**config.mk**
```make
export PLATFORM = sky130hd
export DESIGN_NAME = shuffle_bag_index_draw
export DESIGN_NICKNAME = d
export VERILOG_FILES = /design/src/hw/rtl/sbd_pkg.sv /design/src/hw/rtl/sbd_rng.sv /design/src/hw/rtl/sbd_modulo.sv /design/src/hw/rtl/sbd_bag_mem.sv /design/src/hw/rtl/shuffle_bag_index_draw.sv
export SDC_FILE = /design/constraint.sdc
export NUM_CORES = 2
export LEC_CHECK = 0
export ABC_AREA = 0
export ABC_CLOCK_PERIOD_IN_PS = 8800
export BUFFER_PORTS_ARGS = -buffer_cell sky130_fd_sc_hd__buf_2
export CORE_MARGIN = 1
export CORE_UTILIZATION = 41
export DETAILED_ROUTE_END_ITERATION = 7
export PLACE_DENSITY_LB_ADDON = 0.3
export SYNTH_ARGS = -nofsm -noshare
export SYNTH_HDL_FRONTEND = slang
export SYNTH_HIERARCHICAL = 1
export SYNTH_SLANG_ARGS = --single-unit
```
**constraint.sdc**
```tcl
create_clock -name clk -period 8.8 [get_ports clk]
set_input_delay 0.88 -clock clk [delete_from_list [all_inputs] [get_ports clk]]
set_output_delay 0.88 -clock clk [all_outputs]
set_load 0.005 [all_outputs]
```
**src/hw/rtl/sbd_pkg.sv**
```systemverilog
// ----------------------------------------------------------------------------
// sbd_pkg
// Shared types and constants for the shuffle bag index draw block.
// ----------------------------------------------------------------------------
package sbd_pkg;

    localparam int MAX_ITEMS_DEF = 256;

    localparam int RNG_W       = 32;
    localparam int DIV_STEP_W  = $clog2(RNG_W);
    localparam int COUNT_CFG_W = 9;
    localparam int INDEX_OUT_W = 8;
    localparam int CFG_IDX_W   = 1;

    localparam logic [CFG_IDX_W-1:0] CFG_ITEM_COUNT = 1'd0;
    localparam logic [CFG_IDX_W-1:0] CFG_RNG_SEED   = 1'd1;

    localparam logic [RNG_W-1:0] RNG_RESET = 32'd1;

    typedef struct packed {
        logic load;
        logic step;
    } rng_ctrl_t;

    typedef struct packed {
        logic busy;
        logic done;
    } div_status_t;

endpackage

```
**src/hw/rtl/sbd_rng.sv**
```systemverilog
// ----------------------------------------------------------------------------
// sbd_rng
// xorshift32 generator: loads a seed (zero forced to one), steps on request.
// ----------------------------------------------------------------------------
module sbd_rng
(
    input  logic                      clk,
    input  logic                      rst_n,
    input  sbd_pkg::rng_ctrl_t        ctrl,
    input  logic [sbd_pkg::RNG_W-1:0] seed,
    output logic [sbd_pkg::RNG_W-1:0] value
);

    logic [sbd_pkg::RNG_W-1:0] state_reg;
    logic [sbd_pkg::RNG_W-1:0] state_next;
    logic [sbd_pkg::RNG_W-1:0] x1;
    logic [sbd_pkg::RNG_W-1:0] x2;
    logic [sbd_pkg::RNG_W-1:0] x3;

    always_comb
    begin
        x1 = state_reg ^ (state_reg << 13);
        x2 = x1 ^ (x1 >> 17);
        x3 = x2 ^ (x2 << 5);
        state_next = state_reg;
        if (ctrl.load)
        begin
            state_next = (seed == '0) ? sbd_pkg::RNG_RESET : seed;
        end
        else if (ctrl.step)
        begin
            state_next = x3;
        end
    end

    always_ff @(posedge clk or negedge rst_n)
    begin
        if (!rst_n)
        begin
            state_reg <= sbd_pkg::RNG_RESET;
        end
        else
        begin
            state_reg <= state_next;
        end
    end

    assign value = state_reg;

endmodule

```
**src/hw/rtl/sbd_modulo.sv**
```systemverilog
// ----------------------------------------------------------------------------
// sbd_modulo
// Bit-serial restoring remainder: one dividend bit per cycle, MSB first.
// ----------------------------------------------------------------------------
module sbd_modulo
#(
    parameter int DIV_W = sbd_pkg::COUNT_CFG_W
)
(
    input  logic                      clk,
    input  logic                      rst_n,
    input  logic                      start,
    input  logic [sbd_pkg::RNG_W-1:0] dividend,
    input  logic [DIV_W-1:0]          divisor,
    output sbd_pkg::div_status_t      status,
    output logic [DIV_W-1:0]          remainder
);

    logic [sbd_pkg::RNG_W-1:0]      shift_reg;
    logic [DIV_W-1:0]               rem_reg;
    logic [DIV_W-1:0]               div_reg;
    logic [sbd_pkg::DIV_STEP_W-1:0] step_reg;
    logic                           busy_reg;
    logic                           done_reg;
    logic [DIV_W:0]                 trial;
    logic [DIV_W:0]                 diff;
    logic                           last_step;

    always_comb
    begin
        trial     = {rem_reg, shift_reg[sbd_pkg::RNG_W-1]};
        diff      = trial - {1'b0, div_reg};
        last_step = (step_reg == '1);
    end

    always_ff @(posedge clk or negedge rst_n)
    begin
        if (!rst_n)
        begin
            busy_reg <= 1'b0;
            done_reg <= 1'b0;
            step_reg <= '0;
        end
        else
        begin
            done_reg <= busy_reg && last_step;
            if (start)
            begin
                busy_reg <= 1'b1;
                step_reg <= '0;
            end
            else if (busy_reg)
            begin
                step_reg <= step_reg + 1'b1;
                if (last_step)
                begin
                    busy_reg <= 1'b0;
                end
            end
        end
    end

    always_ff @(posedge clk)
    begin
        if (start)
        begin
            shift_reg <= dividend;
            rem_reg   <= '0;
            div_reg   <= divisor;
        end
        else if (busy_reg)
        begin
            shift_reg <= {shift_reg[sbd_pkg::RNG_W-2:0], 1'b0};
            // trial < 2*divisor, so the kept value always fits DIV_W bits
            rem_reg   <= diff[DIV_W] ? trial[DIV_W-1:0] : diff[DIV_W-1:0];
        end
    end

    assign status.busy = busy_reg;
    assign status.done = done_reg;
    assign remainder   = rem_reg;

endmodule

```
**src/hw/rtl/sbd_bag_mem.sv**
```systemverilog
// ----------------------------------------------------------------------------
// sbd_bag_mem
// Bag entry store: one write port, one read port with registered data.
// ----------------------------------------------------------------------------
module sbd_bag_mem
#(
    parameter int DEPTH = sbd_pkg::MAX_ITEMS_DEF,
    parameter int ADDR_W = $clog2(DEPTH)
)
(
    input  logic              clk,
    input  logic              wr_en,
    input  logic [ADDR_W-1:0] wr_addr,
    input  logic [ADDR_W-1:0] wr_data,
    input  logic              rd_en,
    input  logic [ADDR_W-1:0] rd_addr,
    output logic [ADDR_W-1:0] rd_data
);

    logic [ADDR_W-1:0] mem [DEPTH];
    logic [ADDR_W-1:0] rd_data_reg;

    always_ff @(posedge clk)
    begin
        if (wr_en)
        begin
            mem[wr_addr] <= wr_data;
        end
        if (rd_en)
        begin
            rd_data_reg <= mem[rd_addr];
        end
    end

    assign rd_data = rd_data_reg;

endmodule

```
**src/hw/rtl/shuffle_bag_index_draw.sv**
```systemverilog
// ----------------------------------------------------------------------------
// shuffle_bag_index_draw
// Shuffle bag: serves 0..n-1 in random order, reshuffling when used up or when n changes.
// ----------------------------------------------------------------------------
// Usage:
//   cfg_valid/cfg_ready/cfg_index/cfg_data write item_count (index 0) and
//   rng_seed (index 1, loads the xorshift32 state at once). cfg_ready is
//   always high; write only while the block is idle.
//   A word on s_* with bit 0 set requests a draw; bit 0 clear is dropped.
//   Each draw gives one word on m_*: m_tdata the index, m_tuser the empty
//   flag (item_count zero, index reads zero).
// Draw sequence:
//   Empty bag: straight to the emit state, then m_tvalid.
//   Draw from a built bag: read state, then emit state, then m_tvalid.
//   Draw that rebuilds the bag: n fill steps, then n-1 swaps (generator
//   step, modulo, read i, read j, write i, write j), then the read; each
//   swap is dominated by the bit-serial modulo.
//   Throughput is one draw at a time; the next word is taken once the
//   result sits in the output register.
// Reset: bag marked unbuilt, item_count 0, generator state 1.
// Stall: a result waiting on m_tready holds the output register; a draw
//   finishing behind it waits before loading.
// ----------------------------------------------------------------------------
module shuffle_bag_index_draw
#(
    parameter int MAX_ITEMS = sbd_pkg::MAX_ITEMS_DEF
)
(
    input  logic                          clk,
    input  logic                          rst_n,
    // configuration write channel
    input  logic                          cfg_valid,
    output logic                          cfg_ready,
    input  logic [sbd_pkg::CFG_IDX_W-1:0] cfg_index,
    input  logic [sbd_pkg::RNG_W-1:0]     cfg_data,
    // request stream
    input  logic                          s_tvalid,
    output logic                          s_tready,
    input  logic [7:0]                    s_tdata,   // [0] draw, [7:1] zero
    // result stream
    output logic                          m_tvalid,
    input  logic                          m_tready,
    output logic [7:0]                    m_tdata,   // [7:0] drawn_index
    output logic [0:0]                    m_tuser    // [0] bag_empty
);

    localparam int IDX_W = $clog2(MAX_ITEMS);
    localparam int CNT_W = $clog2(MAX_ITEMS + 1);
    localparam int CMP_W = (CNT_W > sbd_pkg::COUNT_CFG_W) ? CNT_W : sbd_pkg::COUNT_CFG_W;

    localparam logic [3:0] S_IDLE = 4'd0;
    localparam logic [3:0] S_FILL = 4'd1;
    localparam logic [3:0] S_RNG  = 4'd2;
    localparam logic [3:0] S_DIVS = 4'd3;
    localparam logic [3:0] S_DIVW = 4'd4;
    localparam logic [3:0] S_RDI  = 4'd5;
    localparam logic [3:0] S_RDJ  = 4'd6;
    localparam logic [3:0] S_WRI  = 4'd7;
    localparam logic [3:0] S_WRJ  = 4'd8;
    localparam logic [3:0] S_READ = 4'd9;
    localparam logic [3:0] S_EMIT = 4'd10;

    logic [3:0]                         state_reg;
    logic [sbd_pkg::COUNT_CFG_W-1:0]    item_count_reg;
    logic [CNT_W-1:0]                   n_reg;
    logic [CNT_W-1:0]                   pos_reg;
    logic [CNT_W-1:0]                   built_reg;
    logic [IDX_W-1:0]                   i_reg;
    logic [IDX_W-1:0]                   ei_reg;
    logic                               empty_reg;
    logic                               m_tvalid_reg;
    logic [7:0]                         m_tdata_reg;
    logic                               m_tuser_reg;

    logic                               s_fire;
    logic                               cfg_fire;
    logic                               out_free;
    logic [CMP_W-1:0]                   count_ext;
    logic [CNT_W-1:0]                   n_eff;
    logic [IDX_W+7:0]                   idx_ext;

    sbd_pkg::rng_ctrl_t                 rng_ctrl;
    logic [sbd_pkg::RNG_W-1:0]          rng_value;
    sbd_pkg::div_status_t               div_status;
    logic [CNT_W-1:0]                   div_rem;
    logic [IDX_W-1:0]                   j_idx;

    logic                               mem_wr_en;
    logic [IDX_W-1:0]                   mem_wr_addr;
    logic [IDX_W-1:0]                   mem_wr_data;
    logic                               mem_rd_en;
    logic [IDX_W-1:0]                   mem_rd_addr;
    logic [IDX_W-1:0]                   mem_rd_data;

    assign cfg_ready = 1'b1;
    assign cfg_fire  = cfg_valid && cfg_ready;
    assign s_tready  = (state_reg == S_IDLE);
    assign s_fire    = s_tvalid && s_tready;
    assign out_free  = !m_tvalid_reg || m_tready;

    assign count_ext = CMP_W'(item_count_reg);
    assign n_eff     = (count_ext > CMP_W'(MAX_ITEMS)) ? CNT_W'(MAX_ITEMS)
                                                      : CNT_W'(count_ext);
    assign j_idx     = div_rem[IDX_W-1:0];
    assign idx_ext   = {8'd0, mem_rd_data};

    assign rng_ctrl.load = cfg_fire && (cfg_index == sbd_pkg::CFG_RNG_SEED);
    assign rng_ctrl.step = (state_reg == S_RNG);

    sbd_rng u_rng
    (
        .clk   (clk),
        .rst_n (rst_n),
        .ctrl  (rng_ctrl),
        .seed  (cfg_data),
        .value (rng_value)
    );

    sbd_modulo #(.DIV_W(CNT_W)) u_modulo
    (
        .clk       (clk),
        .rst_n     (rst_n),
        .start     (state_reg == S_DIVS),
        .dividend  (rng_value),
        .divisor   (CNT_W'(i_reg) + 1'b1),
        .status    (div_status),
        .remainder (div_rem)
    );

    sbd_bag_mem #(.DEPTH(MAX_ITEMS)) u_mem
    (
        .clk     (clk),
        .wr_en   (mem_wr_en),
        .wr_addr (mem_wr_addr),
        .wr_data (mem_wr_data),
        .rd_en   (mem_rd_en),
        .rd_addr (mem_rd_addr),
        .rd_data (mem_rd_data)
    );

    always_comb
    begin
        mem_wr_en   = 1'b0;
        mem_wr_addr = i_reg;
        mem_wr_data = i_reg;
        mem_rd_en   = 1'b0;
        mem_rd_addr = i_reg;
        unique case (state_reg)
            S_FILL:
            begin
                mem_wr_en = 1'b1;
            end
            S_RDI:
            begin
                mem_rd_en = 1'b1;
            end
            S_RDJ:
            begin
                mem_rd_en   = 1'b1;
                mem_rd_addr = j_idx;
            end
            S_WRI:
            begin
                mem_wr_en   = 1'b1;
                mem_wr_data = mem_rd_data;
            end
            S_WRJ:
            begin
                mem_wr_en   = 1'b1;
                mem_wr_addr = j_idx;
                mem_wr_data = ei_reg;
            end
            S_READ:
            begin
                mem_rd_en   = 1'b1;
                mem_rd_addr = pos_reg[IDX_W-1:0];
            end
            default:
            begin
            end
        endcase
    end

    always_ff @(posedge clk or negedge rst_n)
    begin
        if (!rst_n)
        begin
            state_reg      <= S_IDLE;
            item_count_reg <= '0;
            pos_reg        <= '0;
            built_reg      <= '0;
            m_tvalid_reg   <= 1'b0;
        end
        else
        begin
            if (cfg_fire && (cfg_index == sbd_pkg::CFG_ITEM_COUNT))
            begin
                item_count_reg <= cfg_data[sbd_pkg::COUNT_CFG_W-1:0];
            end
            if ((state_reg == S_EMIT) && out_free)
            begin
                m_tvalid_reg <= 1'b1;
            end
            else if (m_tvalid_reg && m_tready)
            begin
                m_tvalid_reg <= 1'b0;
            end
            unique case (state_reg)
                S_IDLE:
                begin
                    if (s_fire && s_tdata[0])
                    begin
                        if (n_eff == '0)
                        begin
                            state_reg <= S_EMIT;
                        end
                        else if ((built_reg != n_eff) || (pos_reg >= built_reg))
                        begin
                            state_reg <= S_FILL;
                        end
                        else
                        begin
                            state_reg <= S_READ;
                        end
                    end
                end
                S_FILL:
                begin
                    if (CNT_W'(i_reg) == n_reg - 1'b1)
                    begin
                        if (i_reg == '0)
                        begin
                            pos_reg   <= '0;
                            built_reg <= n_reg;
                            state_reg <= S_READ;
                        end
                        else
                        begin
                            state_reg <= S_RNG;
                        end
                    end
                end
                S_RNG:
                begin
                    state_reg <= S_DIVS;
                end
                S_DIVS:
                begin
                    state_reg <= S_DIVW;
                end
                S_DIVW:
                begin
                    if (div_status.done)
                    begin
                        state_reg <= S_RDI;
                    end
                end
                S_RDI:
                begin
                    state_reg <= S_RDJ;
                end
                S_RDJ:
                begin
                    state_reg <= S_WRI;
                end
                S_WRI:
                begin
                    state_reg <= S_WRJ;
                end
                S_WRJ:
                begin
                    if (i_reg == IDX_W'(1))
                    begin
                        pos_reg   <= '0;
                        built_reg <= n_reg;
                        state_reg <= S_READ;
                    end
                    else
                    begin
                        state_reg <= S_RNG;
                    end
                end
                S_READ:
                begin
                    pos_reg   <= pos_reg + 1'b1;
                    state_reg <= S_EMIT;
                end
                S_EMIT:
                begin
                    if (out_free)
                    begin
                        state_reg <= S_IDLE;
                    end
                end
                default:
                begin
                    state_reg <= S_IDLE;
                end
            endcase
        end
    end

    always_ff @(posedge clk)
    begin
        if (s_fire)
        begin
            n_reg     <= n_eff;
            empty_reg <= (n_eff == '0);
            i_reg     <= '0;
        end
        if (state_reg == S_FILL && CNT_W'(i_reg) != n_reg - 1'b1)
        begin
            i_reg <= i_reg + 1'b1;
        end
        if (state_reg == S_RDJ)
        begin
            ei_reg <= mem_rd_data;
        end
        if (state_reg == S_WRJ)
        begin
            i_reg <= i_reg - 1'b1;
        end
        if (state_reg == S_EMIT && out_free)
        begin
            m_tdata_reg <= empty_reg ? 8'd0 : idx_ext[7:0];
            m_tuser_reg <= empty_reg;
        end
    end

    assign m_tvalid   = m_tvalid_reg;
    assign m_tdata    = m_tdata_reg;
    assign m_tuser[0] = m_tuser_reg;

    a_read_in_bag: assert property (@(posedge clk) disable iff (!rst_n)
        (state_reg == S_READ) |-> (pos_reg < built_reg))
        else $error("draw position beyond built bag");

    a_div_done_expected: assert property (@(posedge clk) disable iff (!rst_n)
        div_status.done |-> (state_reg == S_DIVW))
        else $error("modulo result with no swap waiting");

    a_empty_zero_index: assert property (@(posedge clk) disable iff (!rst_n)
        (m_tvalid && m_tuser[0]) |-> (m_tdata == 8'd0))
        else $error("empty flag with nonzero index");

    a_swap_index_range: assert property (@(posedge clk) disable iff (!rst_n)
        (state_reg == S_RDJ) |-> (j_idx <= i_reg))
        else $error("swap partner above current entry");

endmodule

```
==> summary.txt <==
Critical path
  • CP Max Fanout: 28
  • Worst path arrival time: 6360 ps
  • Crit end category: register
  • Most frequent CP cell: buf_4
  • Worst path required time: 9340 ps
  • Worst path max stage delay: 1060 ps
  • Critical Path Slowest Stage Cell: nor4_1
  • CP Class: register to register
  • Crit path max-delay family: simple AND/OR/NAND/NOR gates
  • CP Cell Sequence: nand2b_1, nor2_1, buf_4, nor3_1, a221o_4, buf_4, buf_4, mux4_2, a22oi_1, a21oi_1, nor4_1, nor4_1
  • Crit path buffers/inverters: 3
  • Startpoint types: register

Timing
  • Clock skew: 40.4 ps
  • Final worst path period need: 5820 ps
  • Max-slew violations: 0
  • Final setup viols: 0
  • Hold Fails Final Rpt: 0
  • Unrepaired setup endpoints after global routing: no
  • Fmax: 172 MHz
  • Setup TNS: 0 ps
  • Final Cycle Share: 0.661
  • Slew headroom: 0.113
  • Tightest Pin Transition: 1320 ps

Drt
  • Vias per cell: 5.87
  • Drt first pass iters: 6
  • DR vias: 45.5k
  • Antenna-violating nets left: 0
  • DRT iter0 DRCs: 4,940
  • Drt total wl: 218,000 um
  • Drt drc: 0
  • Per-cell routed wire length: 28.1 um

GRT
  • Total track usage: 0.198
  • Largest net degree at the start of global routing: 193
  • Vias in the first global route: 44.7k
  • Initial antenna violation count: 6
  • GRT overflow: 0
  • First-pass GRT wire length: 316,000 um

Floorplan
  • # IOs: 58
  • Core Rows: 170
  • Core box area: 215,000 um2
  • Chip Width: 468 um
  • Die H: 468 um
  • Die area: 219,000 um2
  • Initial Util: 0.414

Placed design
  • Placed insts: 7,347
  • Port-buffer cells: 49
  • Post-DP HPWL: 130,000 um
  • RD Place Congestion: 0.847

Final layout
  • Highest-count cells in the layout ignoring fill and taps: edfxtp_1, mux4_2, nor2_1, clkbuf_16, a22oi_1
  • Non-filler cells, final: 7,752
  • Most common cell after layout, fill and taps aside: edfxtp_1
  • Max FFs per register: 2,048
  • Nets: 4,800
  • Ant. Diodes: 0
  • Layout area overhead: 11.3%
  • Share of cells above drive strength 1: 0.201
  • Final Core Density: 0.461

Logic synthesis
  • Syn Inst Count: 4,654
  • Syn_area_per_cell: 19.2 um2
  • YS warnings: 6
  • Net count after synthesis: 4,726
  • Mapped Area: 89,200 um2

Clocking
  • Worst skew pair latency: 860 ps
  • Hold-fix buffer count after cts: 0
  • Num CTS Buffers: 217
  • Post-CTS setup buffer count: 0
  • Worst-path clk slew: 60 ps
  • Clock buffer depth: 3
  • CTS resizes: 0
  • Clock sink count: 2,212
  • H-tree depth: 4
  • Root buf cell: clkbuf_16
  • CTS tree: yes

Power and ir drop
  • Worst VDD drop: 0.227 mV
  • Seq pwr share: 0.553
  • Clk pwr share: 0.436
  • Power Internal: 16.6 mW
  • Net Sw Power: 4.09 mW
  • Static leakage: 30.2 nW
  • Comb power frac: 0.011
  • Sw frac: 0.197
  • Power Dens Cells: 209 nW/um2

Flow run
  • Maxcap violations: 0

Min path
  • Worst hold path type: input port to asynchronous set/reset pin

Run status
  • Status: complete, no violations
worst paths after layout:
check	depth (start not counted)	to	start	slack (ps)
setup / recovery	12	u_mem/rd_data[7]	state_reg[3]	2980
hold / removal	1	u_rng/value[15]	rst_n	200
max in group asynchronous	1	u_modulo/step_reg[1]	rst_n	7940
min in group clk	3	u_rng/value[15]	cfg_data[15]	310
hold reg to reg	1	pos_reg[8]	pos_reg[8]	520
setup reg to reg	12	u_mem/rd_data[7]	state_reg[3]	2980
per-layer routing:
metal	track usage	routed length, um	vias to the layer above	share of wire
met5	0	19	-	0.000087
met4	0.0572	5720	2	0.026
met3	0.0353	16800	323	0.077
met2	0.310	103000	1821	0.47
met1	0.284	92500	24100	0.43
li1	-	-	19200	-
worst register-to-register path, stage by stage, from the launching register on:
cell and delay [ps]:
dfrtp_1 640, nand2b_1 230, nor2_1 60, buf_4 210, nor3_1 240, a221o_4 690, buf_4 590, buf_4 580
mux4_2 660, a22oi_1 260, a21oi_1 220, nor4_1 1060, nor4_1 100
through the flow:
step	instance area (um2)	hold slack (ps)	setup WS [ps]	power [mW]
global route	99300	242	2710	21.3
finish	99300	199	2980	20.7
global placement	92300	506	3030	11.9
floorplan	89200	442	3430	11.8
CTS	99300	201	2990	20.9
detailed placement	92300	512	3000	11.9
power groups by stage:
stage | clock network (mW) | logic, mW | registers (mW)
after global routing | 9.60 | 0.251 | 11.4
after CTS | 9.20 | 0.231 | 11.4
after floorplan | 0 | 0.185 | 11.6
after global placement | 0 | 0.225 | 11.7
after detailed placement | 0 | 0.229 | 11.7
final | 9.02 | 0.231 | 11.4
final cells by class:
type,instances,area (um2)
clock buffers,272,5650
clock inverters,133,1280
fillers,18000,116000
inverters,38,143
multi-input cells,2118,21600
flip-flops and latches,2212,66000
well taps,2838,3550
repair buffers,141,1060
Power figures use the tool's default switching activity.
